<file path="src/rtl/rlms_pkg.sv">
// Package for the radio link mode supervisor.
// Holds payload structs, register indexes, reset values and controller types.
// No dependencies.
`default_nettype none
package rlms_pkg;

  localparam int unsigned CFG_IDX_W  = 1;
  localparam int unsigned CFG_DATA_W = 7;
  localparam int unsigned LIMIT_W    = 3;
  localparam int unsigned TICK_W     = 7;
  localparam int unsigned CNT_W      = 8;
  localparam int unsigned NUM_W      = 15;
  localparam int unsigned DIV_STEPS  = NUM_W;
  localparam int unsigned DIV_CNT_W  = $clog2(DIV_STEPS);

  localparam logic [CFG_IDX_W-1:0] CFG_RETRY_LIMIT  = 1'd0;
  localparam logic [CFG_IDX_W-1:0] CFG_WINDOW_TICKS = 1'd1;

  localparam logic [LIMIT_W-1:0] RETRY_LIMIT_RST  = 3'd5;
  localparam logic [TICK_W-1:0]  WINDOW_TICKS_RST = 7'd100;
  localparam logic [CNT_W-1:0]   CNT_MAX          = 8'd255;
  localparam logic [NUM_W-1:0]   PERCENT          = 15'd100;

  localparam logic MODE_TX = 1'b0;
  localparam logic MODE_RX = 1'b1;

  typedef struct packed {
    logic func;
    logic flag_max_retry;
    logic flag_rx_ok;
    logic flag_tx_ok;
    logic frame_valid;
    logic no_signal;
  } in_item_t;

  typedef struct packed {
    logic             radio_mode;
    logic             mode_write;
    logic             send_frame;
    logic             tx_flush;
    logic             read_payload;
    logic             set_idle;
    logic             clear_status;
    logic [CNT_W-1:0] link_rate;
  } out_item_t;

  typedef enum logic [1:0] {
    ST_IDLE,
    ST_DIV,
    ST_OUT
  } state_t;

  typedef struct packed {
    logic step;
    logic div_run;
  } ctrl_cmd_t;

  typedef struct packed {
    logic need_div;
    logic div_last;
  } dp_stat_t;

endpackage
`default_nettype wire

</file>
<file path="src/rtl/rlms_ctrl.sv">
// Controller state machine of the radio link mode supervisor.
// Sequences step, divide and result transfer; uses rlms_pkg.
`default_nettype none
module rlms_ctrl
  import rlms_pkg::*;
(
  input  wire logic      clk,
  input  wire logic      rst_n,
  input  wire logic      in_valid,
  output logic           in_stall,
  output logic           out_valid,
  input  wire logic      out_stall,
  input  wire dp_stat_t  stat,
  output ctrl_cmd_t      cmd
);

  state_t state_r;
  state_t state_nxt;

  always_ff @(posedge clk) begin
    if (!rst_n) begin
      state_r <= ST_IDLE;
    end else begin
      state_r <= state_nxt;
    end
  end

  always_comb begin
    state_nxt   = state_r;
    in_stall    = 1'b1;
    out_valid   = 1'b0;
    cmd.step    = 1'b0;
    cmd.div_run = 1'b0;
    unique case (state_r)
      ST_IDLE: begin
        in_stall = 1'b0;
        if (in_valid) begin
          cmd.step  = 1'b1;
          state_nxt = stat.need_div ? ST_DIV : ST_OUT;
        end
      end
      ST_DIV: begin
        cmd.div_run = 1'b1;
        if (stat.div_last) begin
          state_nxt = ST_OUT;
        end
      end
      ST_OUT: begin
        out_valid = 1'b1;
        if (!out_stall) begin
          state_nxt = ST_IDLE;
        end
      end
      default: begin
        state_nxt = ST_IDLE;
      end
    endcase
  end

endmodule
`default_nettype wire

</file>
<file path="src/rtl/rlms_dp.sv">
// Datapath of the radio link mode supervisor: configuration, link state,
// step logic, result register and a restoring divider; uses rlms_pkg.
`default_nettype none
module rlms_dp
  import rlms_pkg::*;
(
  input  wire logic                  clk,
  input  wire logic                  rst_n,
  input  wire logic                  cfg_we,
  input  wire logic [CFG_IDX_W-1:0]  cfg_index,
  input  wire logic [CFG_DATA_W-1:0] cfg_wdata,
  input  wire in_item_t              in_data,
  output out_item_t                  out_data,
  input  wire ctrl_cmd_t             cmd,
  output dp_stat_t                   stat
);

  logic [LIMIT_W-1:0]   retry_limit_r;
  logic [TICK_W-1:0]    window_ticks_r;
  logic                 mode_rx_r,       mode_rx_nxt;
  logic [LIMIT_W-1:0]   retry_count_r,   retry_count_nxt;
  logic [TICK_W-1:0]    tick_count_r,    tick_count_nxt;
  logic [CNT_W-1:0]     sent_count_r,    sent_count_nxt;
  logic [CNT_W-1:0]     success_count_r, success_count_nxt;
  logic [CNT_W-1:0]     rate_value_r,    rate_value_nxt;
  out_item_t            out_r,           out_nxt;

  logic [NUM_W-1:0]     num_r;
  logic [CNT_W-1:0]     den_r;
  logic [CNT_W-1:0]     rem_r;
  logic [NUM_W-1:0]     quo_r;
  logic [DIV_CNT_W-1:0] div_cnt_r;

  logic [LIMIT_W:0]     retry_inc;
  logic                 retry_over;
  logic [LIMIT_W-1:0]   retry_bumped;
  logic [TICK_W:0]      tick_inc;
  logic                 window_end;
  logic [CNT_W-1:0]     sent_after;
  logic                 need_div;

  logic [CNT_W:0]       rem_sh;
  logic                 quo_bit;
  logic [CNT_W:0]       rem_sub;
  logic [NUM_W-1:0]     quo_final;
  logic [CNT_W-1:0]     rate_div;

  always_ff @(posedge clk) begin
    if (!rst_n) begin
      retry_limit_r  <= RETRY_LIMIT_RST;
      window_ticks_r <= WINDOW_TICKS_RST;
    end else if (cfg_we) begin
      unique case (cfg_index)
        CFG_RETRY_LIMIT:  retry_limit_r  <= cfg_wdata[LIMIT_W-1:0];
        CFG_WINDOW_TICKS: window_ticks_r <= cfg_wdata[TICK_W-1:0];
        default: ;
      endcase
    end
  end

  always_comb begin
    retry_inc    = {1'b0, retry_count_r} + 1'b1;
    retry_over   = retry_inc > {1'b0, retry_limit_r};
    retry_bumped = retry_over ? '0 : retry_inc[LIMIT_W-1:0];
    tick_inc     = {1'b0, tick_count_r} + 1'b1;
    window_end   = tick_inc > {1'b0, window_ticks_r};
    sent_after   = sent_count_r;
    if (mode_rx_r == MODE_TX && sent_count_r != CNT_MAX) begin
      sent_after = sent_count_r + 1'b1;
    end
    need_div = !in_data.func && window_end && (sent_after != '0);
  end

  always_comb begin
    mode_rx_nxt       = mode_rx_r;
    retry_count_nxt   = retry_count_r;
    tick_count_nxt    = tick_count_r;
    sent_count_nxt    = sent_count_r;
    success_count_nxt = success_count_r;
    rate_value_nxt    = rate_value_r;
    out_nxt           = '0;
    if (in_data.func) begin
      out_nxt.clear_status = 1'b1;
      if (in_data.flag_max_retry) begin
        out_nxt.tx_flush = 1'b1;
        if (!in_data.no_signal) begin
          retry_count_nxt = retry_bumped;
          if (retry_over) begin
            mode_rx_nxt        = MODE_RX;
            out_nxt.mode_write = 1'b1;
          end
        end
      end else if (in_data.flag_rx_ok) begin
        out_nxt.read_payload = 1'b1;
        if (in_data.frame_valid) begin
          retry_count_nxt    = '0;
          mode_rx_nxt        = MODE_TX;
          out_nxt.mode_write = 1'b1;
        end
      end else if (in_data.flag_tx_ok) begin
        out_nxt.tx_flush   = 1'b1;
        retry_count_nxt    = '0;
        if (success_count_r != CNT_MAX) begin
          success_count_nxt = success_count_r + 1'b1;
        end
        mode_rx_nxt        = MODE_RX;
        out_nxt.mode_write = 1'b1;
        out_nxt.set_idle   = in_data.no_signal;
      end
    end else begin
      if (mode_rx_r == MODE_TX) begin
        out_nxt.send_frame = 1'b1;
        sent_count_nxt     = sent_after;
      end else begin
        retry_count_nxt = retry_bumped;
        if (retry_over) begin
          mode_rx_nxt        = MODE_TX;
          out_nxt.mode_write = 1'b1;
        end
      end
      if (window_end) begin
        if (sent_after == '0) begin
          rate_value_nxt = '0;
        end
        tick_count_nxt    = '0;
        sent_count_nxt    = '0;
        success_count_nxt = '0;
      end else begin
        tick_count_nxt = tick_inc[TICK_W-1:0];
      end
    end
    out_nxt.radio_mode = mode_rx_nxt;
    out_nxt.link_rate  = rate_value_nxt;
  end

  always_comb begin
    rem_sh    = {rem_r, num_r[NUM_W-1]};
    quo_bit   = rem_sh >= {1'b0, den_r};
    rem_sub   = quo_bit ? (rem_sh - {1'b0, den_r}) : rem_sh;
    quo_final = {quo_r[NUM_W-2:0], quo_bit};
    rate_div  = (quo_final[NUM_W-1:CNT_W] != '0) ? CNT_MAX : quo_final[CNT_W-1:0];
  end

  always_ff @(posedge clk) begin
    if (!rst_n) begin
      mode_rx_r       <= MODE_TX;
      retry_count_r   <= '0;
      tick_count_r    <= '0;
      sent_count_r    <= '0;
      success_count_r <= '0;
      rate_value_r    <= '0;
    end else if (cmd.step) begin
      mode_rx_r       <= mode_rx_nxt;
      retry_count_r   <= retry_count_nxt;
      tick_count_r    <= tick_count_nxt;
      sent_count_r    <= sent_count_nxt;
      success_count_r <= success_count_nxt;
      rate_value_r    <= rate_value_nxt;
    end else if (cmd.div_run && stat.div_last) begin
      rate_value_r <= rate_div;
    end
  end

  always_ff @(posedge clk) begin
    if (cmd.step) begin
      out_r     <= out_nxt;
      num_r     <= {{(NUM_W-CNT_W){1'b0}}, success_count_r} * PERCENT;
      den_r     <= sent_after;
      rem_r     <= '0;
      quo_r     <= '0;
      div_cnt_r <= '0;
    end else if (cmd.div_run) begin
      num_r     <= {num_r[NUM_W-2:0], 1'b0};
      rem_r     <= rem_sub[CNT_W-1:0];
      quo_r     <= quo_final;
      div_cnt_r <= div_cnt_r + 1'b1;
      if (stat.div_last) begin
        out_r.link_rate <= rate_div;
      end
    end
  end

  assign stat.need_div = need_div;
  assign stat.div_last = div_cnt_r == DIV_CNT_W'(DIV_STEPS - 1);
  assign out_data      = out_r;

endmodule
`default_nettype wire

</file>
<file path="src/rtl/radio_link_mode_supervisor.sv">
// Top level of the radio link mode supervisor.
// Joins the controller rlms_ctrl and the datapath rlms_dp; uses rlms_pkg.
//
// Each accepted tick or radio interrupt gives exactly one result. Without a
// divide the result is offered in the cycle after the input transfer, and
// the block takes its next input in the cycle after the result transfer. A
// tick that closes a measurement window with frames sent first runs a
// restoring divider, one quotient bit a cycle, in state ST_DIV before the
// result is offered. Configuration writes go straight into the registers.
`default_nettype none
module radio_link_mode_supervisor
  import rlms_pkg::*;
(
  input  wire logic                  clk,
  input  wire logic                  rst_n,
  input  wire logic                  in_valid,
  output logic                       in_stall,
  input  wire in_item_t              in_data,
  output logic                       out_valid,
  input  wire logic                  out_stall,
  output out_item_t                  out_data,
  input  wire logic                  cfg_we,
  input  wire logic [CFG_IDX_W-1:0]  cfg_index,
  input  wire logic [CFG_DATA_W-1:0] cfg_wdata
);

  ctrl_cmd_t cmd;
  dp_stat_t  stat;

  rlms_ctrl u_ctrl (
    .clk       (clk),
    .rst_n     (rst_n),
    .in_valid  (in_valid),
    .in_stall  (in_stall),
    .out_valid (out_valid),
    .out_stall (out_stall),
    .stat      (stat),
    .cmd       (cmd)
  );

  rlms_dp u_dp (
    .clk       (clk),
    .rst_n     (rst_n),
    .cfg_we    (cfg_we),
    .cfg_index (cfg_index),
    .cfg_wdata (cfg_wdata),
    .in_data   (in_data),
    .out_data  (out_data),
    .cmd       (cmd),
    .stat      (stat)
  );

endmodule
`default_nettype wire
</file>
<file path="config.mk">
export PLATFORM = sky130hd
export DESIGN_NAME = radio_link_mode_supervisor
export DESIGN_NICKNAME = d
export VERILOG_FILES = /design/src/rtl/rlms_pkg.sv /design/src/rtl/rlms_ctrl.sv /design/src/rtl/rlms_dp.sv /design/src/rtl/radio_link_mode_supervisor.sv
export SDC_FILE = /design/constraint.sdc
export NUM_CORES = 1
export LEC_CHECK = 0
export BUFFER_PORTS_ARGS = -buffer_cell sky130_fd_sc_hd__clkbuf_2
export CORE_ASPECT_RATIO = 0.7
export CORE_MARGIN = 5
export CORE_UTILIZATION = 35
export CTS_CLUSTER_DIAMETER = 80
export DETAILED_ROUTE_END_ITERATION = 7
export PLACE_DENSITY_LB_ADDON = 0.05
export SETUP_SLACK_MARGIN = 0.2
export SYNTH_ARGS = -nofsm -noshare
export SYNTH_HDL_FRONTEND = slang
export SYNTH_SLANG_ARGS = --single-unit
export TNS_END_PERCENT = 100
</file>
<file path="constraint.sdc">
create_clock -name clk -period 6.4 [get_ports clk]
set_input_delay 0.32 -clock clk [delete_from_list [all_inputs] [get_ports clk]]
set_output_delay 0.32 -clock clk [all_outputs]
set_load 0.01 [all_outputs]
</file>
---- Yosys cells after proc, flatten, opt, wreduce, memory -nomap -nowiden ----
Index checks and enable logic that the tools add are counted.
operators by class
  $add $sub $neg .......................... 6
  multiply operators ...................... 1
  magnitude comparators ................... 3
  equal/unequal tests ..................... 16
  multiplexer cells ....................... 62
  bitwise gates (word level) .............. 4
  reductions and logical operators ........ 24
operators with widths
  cell                                                                 count
  8-bit 2-to-1 mux                                                     19
  15-bit 2-to-1 mux                                                    2
  1-bit 2-to-1 mux                                                     27
  3-bit 2-to-1 mux                                                     8
  8-bit by 1-bit adder with 8-bit output, second input constant        2
  8-bit != test, second input constant                                 2
  8-bit by 5-bit multiplier with 13-bit output, second input constant  1
  2-bit != test, second input constant                                 6
  2-bit nonzero test                                                   5
  9-bit by 8-bit >= comparator with 1-bit output                       1
  7-bit by 1-bit adder with 8-bit output, second input constant        1
  8-bit by 7-bit > comparator with 1-bit output                        1
  8-bit zero test                                                      1
  2-bit 2-to-1 mux                                                     4
  4-bit != test, second input constant                                 2
  2-bit AND reduction                                                  4
  8-bit nonzero test                                                   1
  8-bit subtractor                                                     1
  7-bit 2-to-1 mux                                                     1
  7-bit nonzero test                                                   1
  2-bit case mux with 3 select lines                                   1
  3-bit AND reduction                                                  2
  6-bit AND reduction                                                  1
  5-bit AND reduction                                                  1
  other kinds (14)                                                     21
storage, ports and cells
  register bits after elaboration ......... 109
  input bits .............................. 19
  output and inout port bits .............. 17
  logic and storage cells ................. 138

---- Depth between registers and ports, before layout ----
  word-level depth ........................ 8
  mapped depth ............................ 12
  depth with buffers taken out ............ 11

---- Cells and area by module ----
Synthesis repeated with hierarchy kept, for this count alone.
second synthesis, totals
  cells, all modules ...................... 644
  area, all modules ....................... 6120.9 µm²
modules (own cells, without submodules)
  module     times used  cells an instance  area an instance (µm²)  sequential area each (µm²)
  rlms_dp    1           629                5992.0                  2502.4
  rlms_ctrl  1           15                 128.9                   40.0

---- Worst setup path after synthesis ----
No wires, ideal clock.
  path kind ............................... flip-flop to flip-flop
  start point ............................. register u_dp.tick_count_r[2]
  end point ............................... register u_ctrl.state_r[0]
  library setup time ...................... 0.116 ns
  arrival ................................. 2.675 ns
  required time ........................... 6.284 ns
  setup slack ............................. 3.609 ns
  cell stages (with the launch flop) ...... 12
  buffers on the path ..................... 1
  clock period less this slack ............ 2.791 ns
  path through ............................ dfxtp_1 -> nand3_1 -> or2_2 -> xnor2_1 -> ha_1 -> a21o_1 -> a21oi_1 -> o22ai_1 -> a31oi_1 -> buf_2 -> inv_1 -> a41o_1
between the ends
  word-level cells in the longest chain between the ends .. 7
RTL lines
  element                                        line             text
  from (decl)                                    rlms_dp.sv:22    logic [TICK_W-1:0] tick_count_r, tick_count_nxt;
  from (signal assigned)                         rlms_dp.sv:155   tick_count_r <= tick_count_nxt;
  7-bit by 1-bit adder with 8-bit output         rlms_dp.sv:65    tick_inc = {1'b0, tick_count_r} + 1'b1;
  8-bit by 7-bit > comparator with 1-bit output  rlms_dp.sv:66    window_end = tick_inc > {1'b0, window_ticks_r};
  1-bit logical AND (2 in series)                rlms_dp.sv:71    need_div = !in_data.func && window_end && (sent_after != '0);
  2-bit 2-to-1 mux                               rlms_ctrl.sv:39  state_nxt = stat.need_div ? ST_DIV : ST_OUT;
  2-bit 2-to-1 mux                               rlms_ctrl.sv:37  if (in_valid) begin
  2-bit case mux with 3 select lines             rlms_ctrl.sv:34  unique case (state_r)
  to (signal assigned)                           rlms_ctrl.sv:24  state_r <= state_nxt;
  to (decl)                                      rlms_ctrl.sv:17  state_t state_r;
No other way between the ends. The select of a mux whose other input is x is not followed.
A chain may end at the register's enable or synchronous reset.

---- Final worst setup path ----
  start point ............................. register u_dp.tick_count_r[2]
  end point ............................... register u_dp.sent_count_r[4]
between the ends
  word-level cells in the longest chain between the ends .. 4
  elaborated cells between the ends (all ways) .. 5
  those cells by class .................... add/sub: 1; order compare: 1; eq/ne: 1; mux: 1; reduce/logical: 1
RTL lines
  element                                          line            text
  7-bit by 1-bit adder with 8-bit output *         rlms_dp.sv:65
  8-bit by 7-bit > comparator with 1-bit output *  rlms_dp.sv:66
  2-bit != test (no source line)                   n/a
  3-bit AND reduction (no source line)             n/a
  to (signal assigned)                             rlms_dp.sv:156  sent_count_r <= sent_count_nxt;
  to (decl)                                        rlms_dp.sv:23   logic [CNT_W-1:0] sent_count_r, sent_count_nxt;
Every way passes the cells marked *; elsewhere a longest branch is shown, timed or not.

==> results.cfg <==
[clock_network]
path_clk_slew_ps = 80
cts-resized-gates = 0
h-tree-depth = 3
post-cts-setup-buffers = 0
cts_max_path_buffers = 2
postCtsHoldBufs = 0
cts_buffers = 9
root_buffer = clkbuf_16
clkLatencyLatePin_ps = 360
cts.sinks = 109
cts_tree = done

[power]
total_power_w = 0.00147
powerDensity_nw_per_um2 = 212
p_sw_w = 0.000379
power.share.sequential = 0.518
irDropWorstVdd_uv = 103
clockPowerShare = 0.387
comb_power_share = 0.095
internal-power_w = 0.00109
power.share.switching = 0.258
p_leak_nw = 2.84

[sta]
slew_viol_final = 0
tns_ps = 0
skew_ps = 16.1
rsz0062_at_grt = no
period_minus_slack_ps = 3210
setup_viol_count_final = 0
worst_pin_slew_ps = 1210
whs_ps = 198
fmax_ghz = 0.311
fin_crit_sh = 0.502
maxSlewHeadroom = 0.187
hold_viol_final = 0

[synth]
avgSynthCellArea_um2 = 8.82
synth_enable_flop_cells = 36
ys_ff_latch = 109
synth-async-reset-ratio = 0
synth_cells = 708
synthesis.nets = 784
syn_area_um2 = 6240
synth_ff_type = dfxtp_1
netlist-cell-type-count = 63
ys.warnings.count = 0
synth_seq_area_share = 0.407

[floorplanning]
fp.dieH_um = 122
start_util = 0.361
pin_count = 36
dieArea_um2 = 20700
die_w_um = 170
core_area_um2 = 17300
rows = 40

[routing]
firstDrtPassIters = 5
post_drt_via_cell_ratio = 5.13
vias = 4933
wirelength_um = 14300
routedWlPerCell_um = 14.9
antenna_left = 0
drc = 0
drtIter0Drc = 346

[hold_path]
hp-class = in2reg
min_path_cells = 3
min_from = cfg_wdata[3]
min_to = u_dp.window_ticks_r[3]

[layout]
layout-drive-gt1-share = 0.104
final_common_cell = nand2_1
insertedDiodeCount = 0
final.fill_count = 1828
nNetsFinal = 802
area.growth.synth_to_final_pct = 10.6
layout_common_cells = nand2_1 (112), dfxtp_1 (73), o21ai_0 (63)
stdcell_count = 962

[grt]
grt_max_degree = 40
grt_pass1_vias = 4798
gr-total-overflow = 0
grt_usage = 0.144
grt_first_pass_wirelength_um = 24200
antenna_found_initial = 0

[setup_path]
path_cells = nand3_1 -> or2_2 -> xnor2_1 -> ha_1 -> a21o_1 -> a21oi_1 -> o22ai_1 -> a31oi_2 -> o21ai_1 -> o21ai_0
crit_slowest_cell = o21ai_1
rr_worst_depth = 10
startpoint_type = flop
reg2reg_to = u_dp.sent_count_r[4]
worstSetupEndpointType = flop
worst-setup-path-type = reg2reg
reg2reg_from = u_dp.tick_count_r[2]
critical_path_arrival_ps = 3400
slowest_delay_ps = 960
worstPathRequired_ps = 6580
worst-path-max-fanout = 15
r2r_setup_slack_ps = 3190

[job]
cap_violations = 0

[placed_design]
routabilityCongestion = 0.775
dp_hpwl_um = 10400
placedCellCount = 946
io_buffers = 35

[outcome]
status = completed
==> per-layer routing <==
layer | track usage | vias up | share of wire
met5 | 0 | - | 0
met4 | 0.0261 | 0 | 0.0085
met3 | 0.0315 | 14 | 0.033
met2 | 0.225 | 87 | 0.45
met1 | 0.206 | 2313 | 0.51
li1 | - | 2519 | -
==> how the worst max path moves through the flow <==
stage	start	end	slack (ps)	cells after the start
after CTS	u_dp.tick_count_r[2]	u_dp.sent_count_r[4]	3190	10
after detailed placement	u_dp.tick_count_r[2]	u_dp.sent_count_r[4]	3210	10
after global placement	u_dp.tick_count_r[0]	u_dp.sent_count_r[4]	3360	11
after global routing	u_dp.tick_count_r[0]	u_dp.sent_count_r[7]	2860	11
after floorplan	u_dp.tick_count_r[2]	u_ctrl.state_r[0]	3610	11
final	u_dp.tick_count_r[2]	u_dp.sent_count_r[4]	3190	10
==> sequential cells by signal (all words and copies together), names as in the netlist <==
register and count:
u_dp.rem_r 8, u_dp.retry_limit_r 3, u_dp.den_r 8, u_dp.num_r 13, u_dp.sent_count_r 8, u_dp.rate_value_r 8, u_dp.out_data 15, u_dp.retry_count_r 3
u_dp.success_count_r 8, u_dp.tick_count_r 7, u_dp.quo_r 14, u_dp.window_ticks_r 7, u_dp.div_cnt_r 4, u_dp.mode_rx_r 1, u_ctrl.state_r 2
==> kinds of logic after synthesis <==
logic type                 share of synthesized area
AOI/OAI and AO/OA                              0.176
adders and majority gates                      0.119
and+or+nand+nor                                0.195
buffers and inverters                         0.0493
xor gates and xnor gates                      0.0407
DFF                                            0.407
muxes                                         0.0132
==> area by class of cell <==
class | count | area (um2) | share of cell area
Clock inverter | 6 | 47.5 | 0.00689
Timing Repair Buffer | 41 | 220 | 0.0319
Clock buffer | 10 | 250 | 0.0362
Sequential cell | 109 | 2540 | 0.368
Inverter | 41 | 154 | 0.0223
Multi-Input combinational cell | 524 | 3400 | 0.493
Tap cell | 231 | 289 | 0.0419
==> power by group through the flow <==
stage          Sequential [W]  Combinational [W]  Clock, W
2_1_floorplan        0.000776          0.0000953         0
3_3_place_gp         0.000776           0.000140         0
3_5_place_dp         0.000776           0.000142         0
4_1_cts              0.000760           0.000142  0.000592
5_1_grt              0.000764           0.000159  0.000618
6_report             0.000760           0.000139  0.000568
==> stage by stage <==
step / util / instance area [um2] / setup WS, ps
floorplan: - / 6240 / 3610
global placement: 0.382 / 6610 / 3360
detailed placement: 0.382 / 6610 / 3210
CTS: 0.399 / 6900 / 3190
global route: 0.399 / 6900 / 2860
finish: 0.399 / 6900 / 3190
==> synthesized netlist by cell type (12+ instances only) <==
library cell,count,area (um2)
a21boi_0,12,90.1
o21ai_0,63,315
nor2_1,52,195
nand4_1,12,75.1
edfxtp_1,36,1080
inv_1,40,150
o211ai_1,13,97.6
nand2_1,112,420
nor2b_1,14,87.6
clkbuf_1,21,78.8
ha_1,53,663
xor2_1,16,140
xnor2_1,13,114
dfxtp_1,73,1460
a21oi_1,28,140
nand3_1,21,105
==> critical path: cells and delay by family (launching register included) <==
family | cells | cell delay [ps]
AOI/OAI and AO/OA | 6 | 1580
xor gates and xnor gates | 1 | 150
adders and majority gates | 1 | 320
DFF | 1 | 420
and+or+nand+nor | 2 | 560
(Power assumes the default switching activity.)
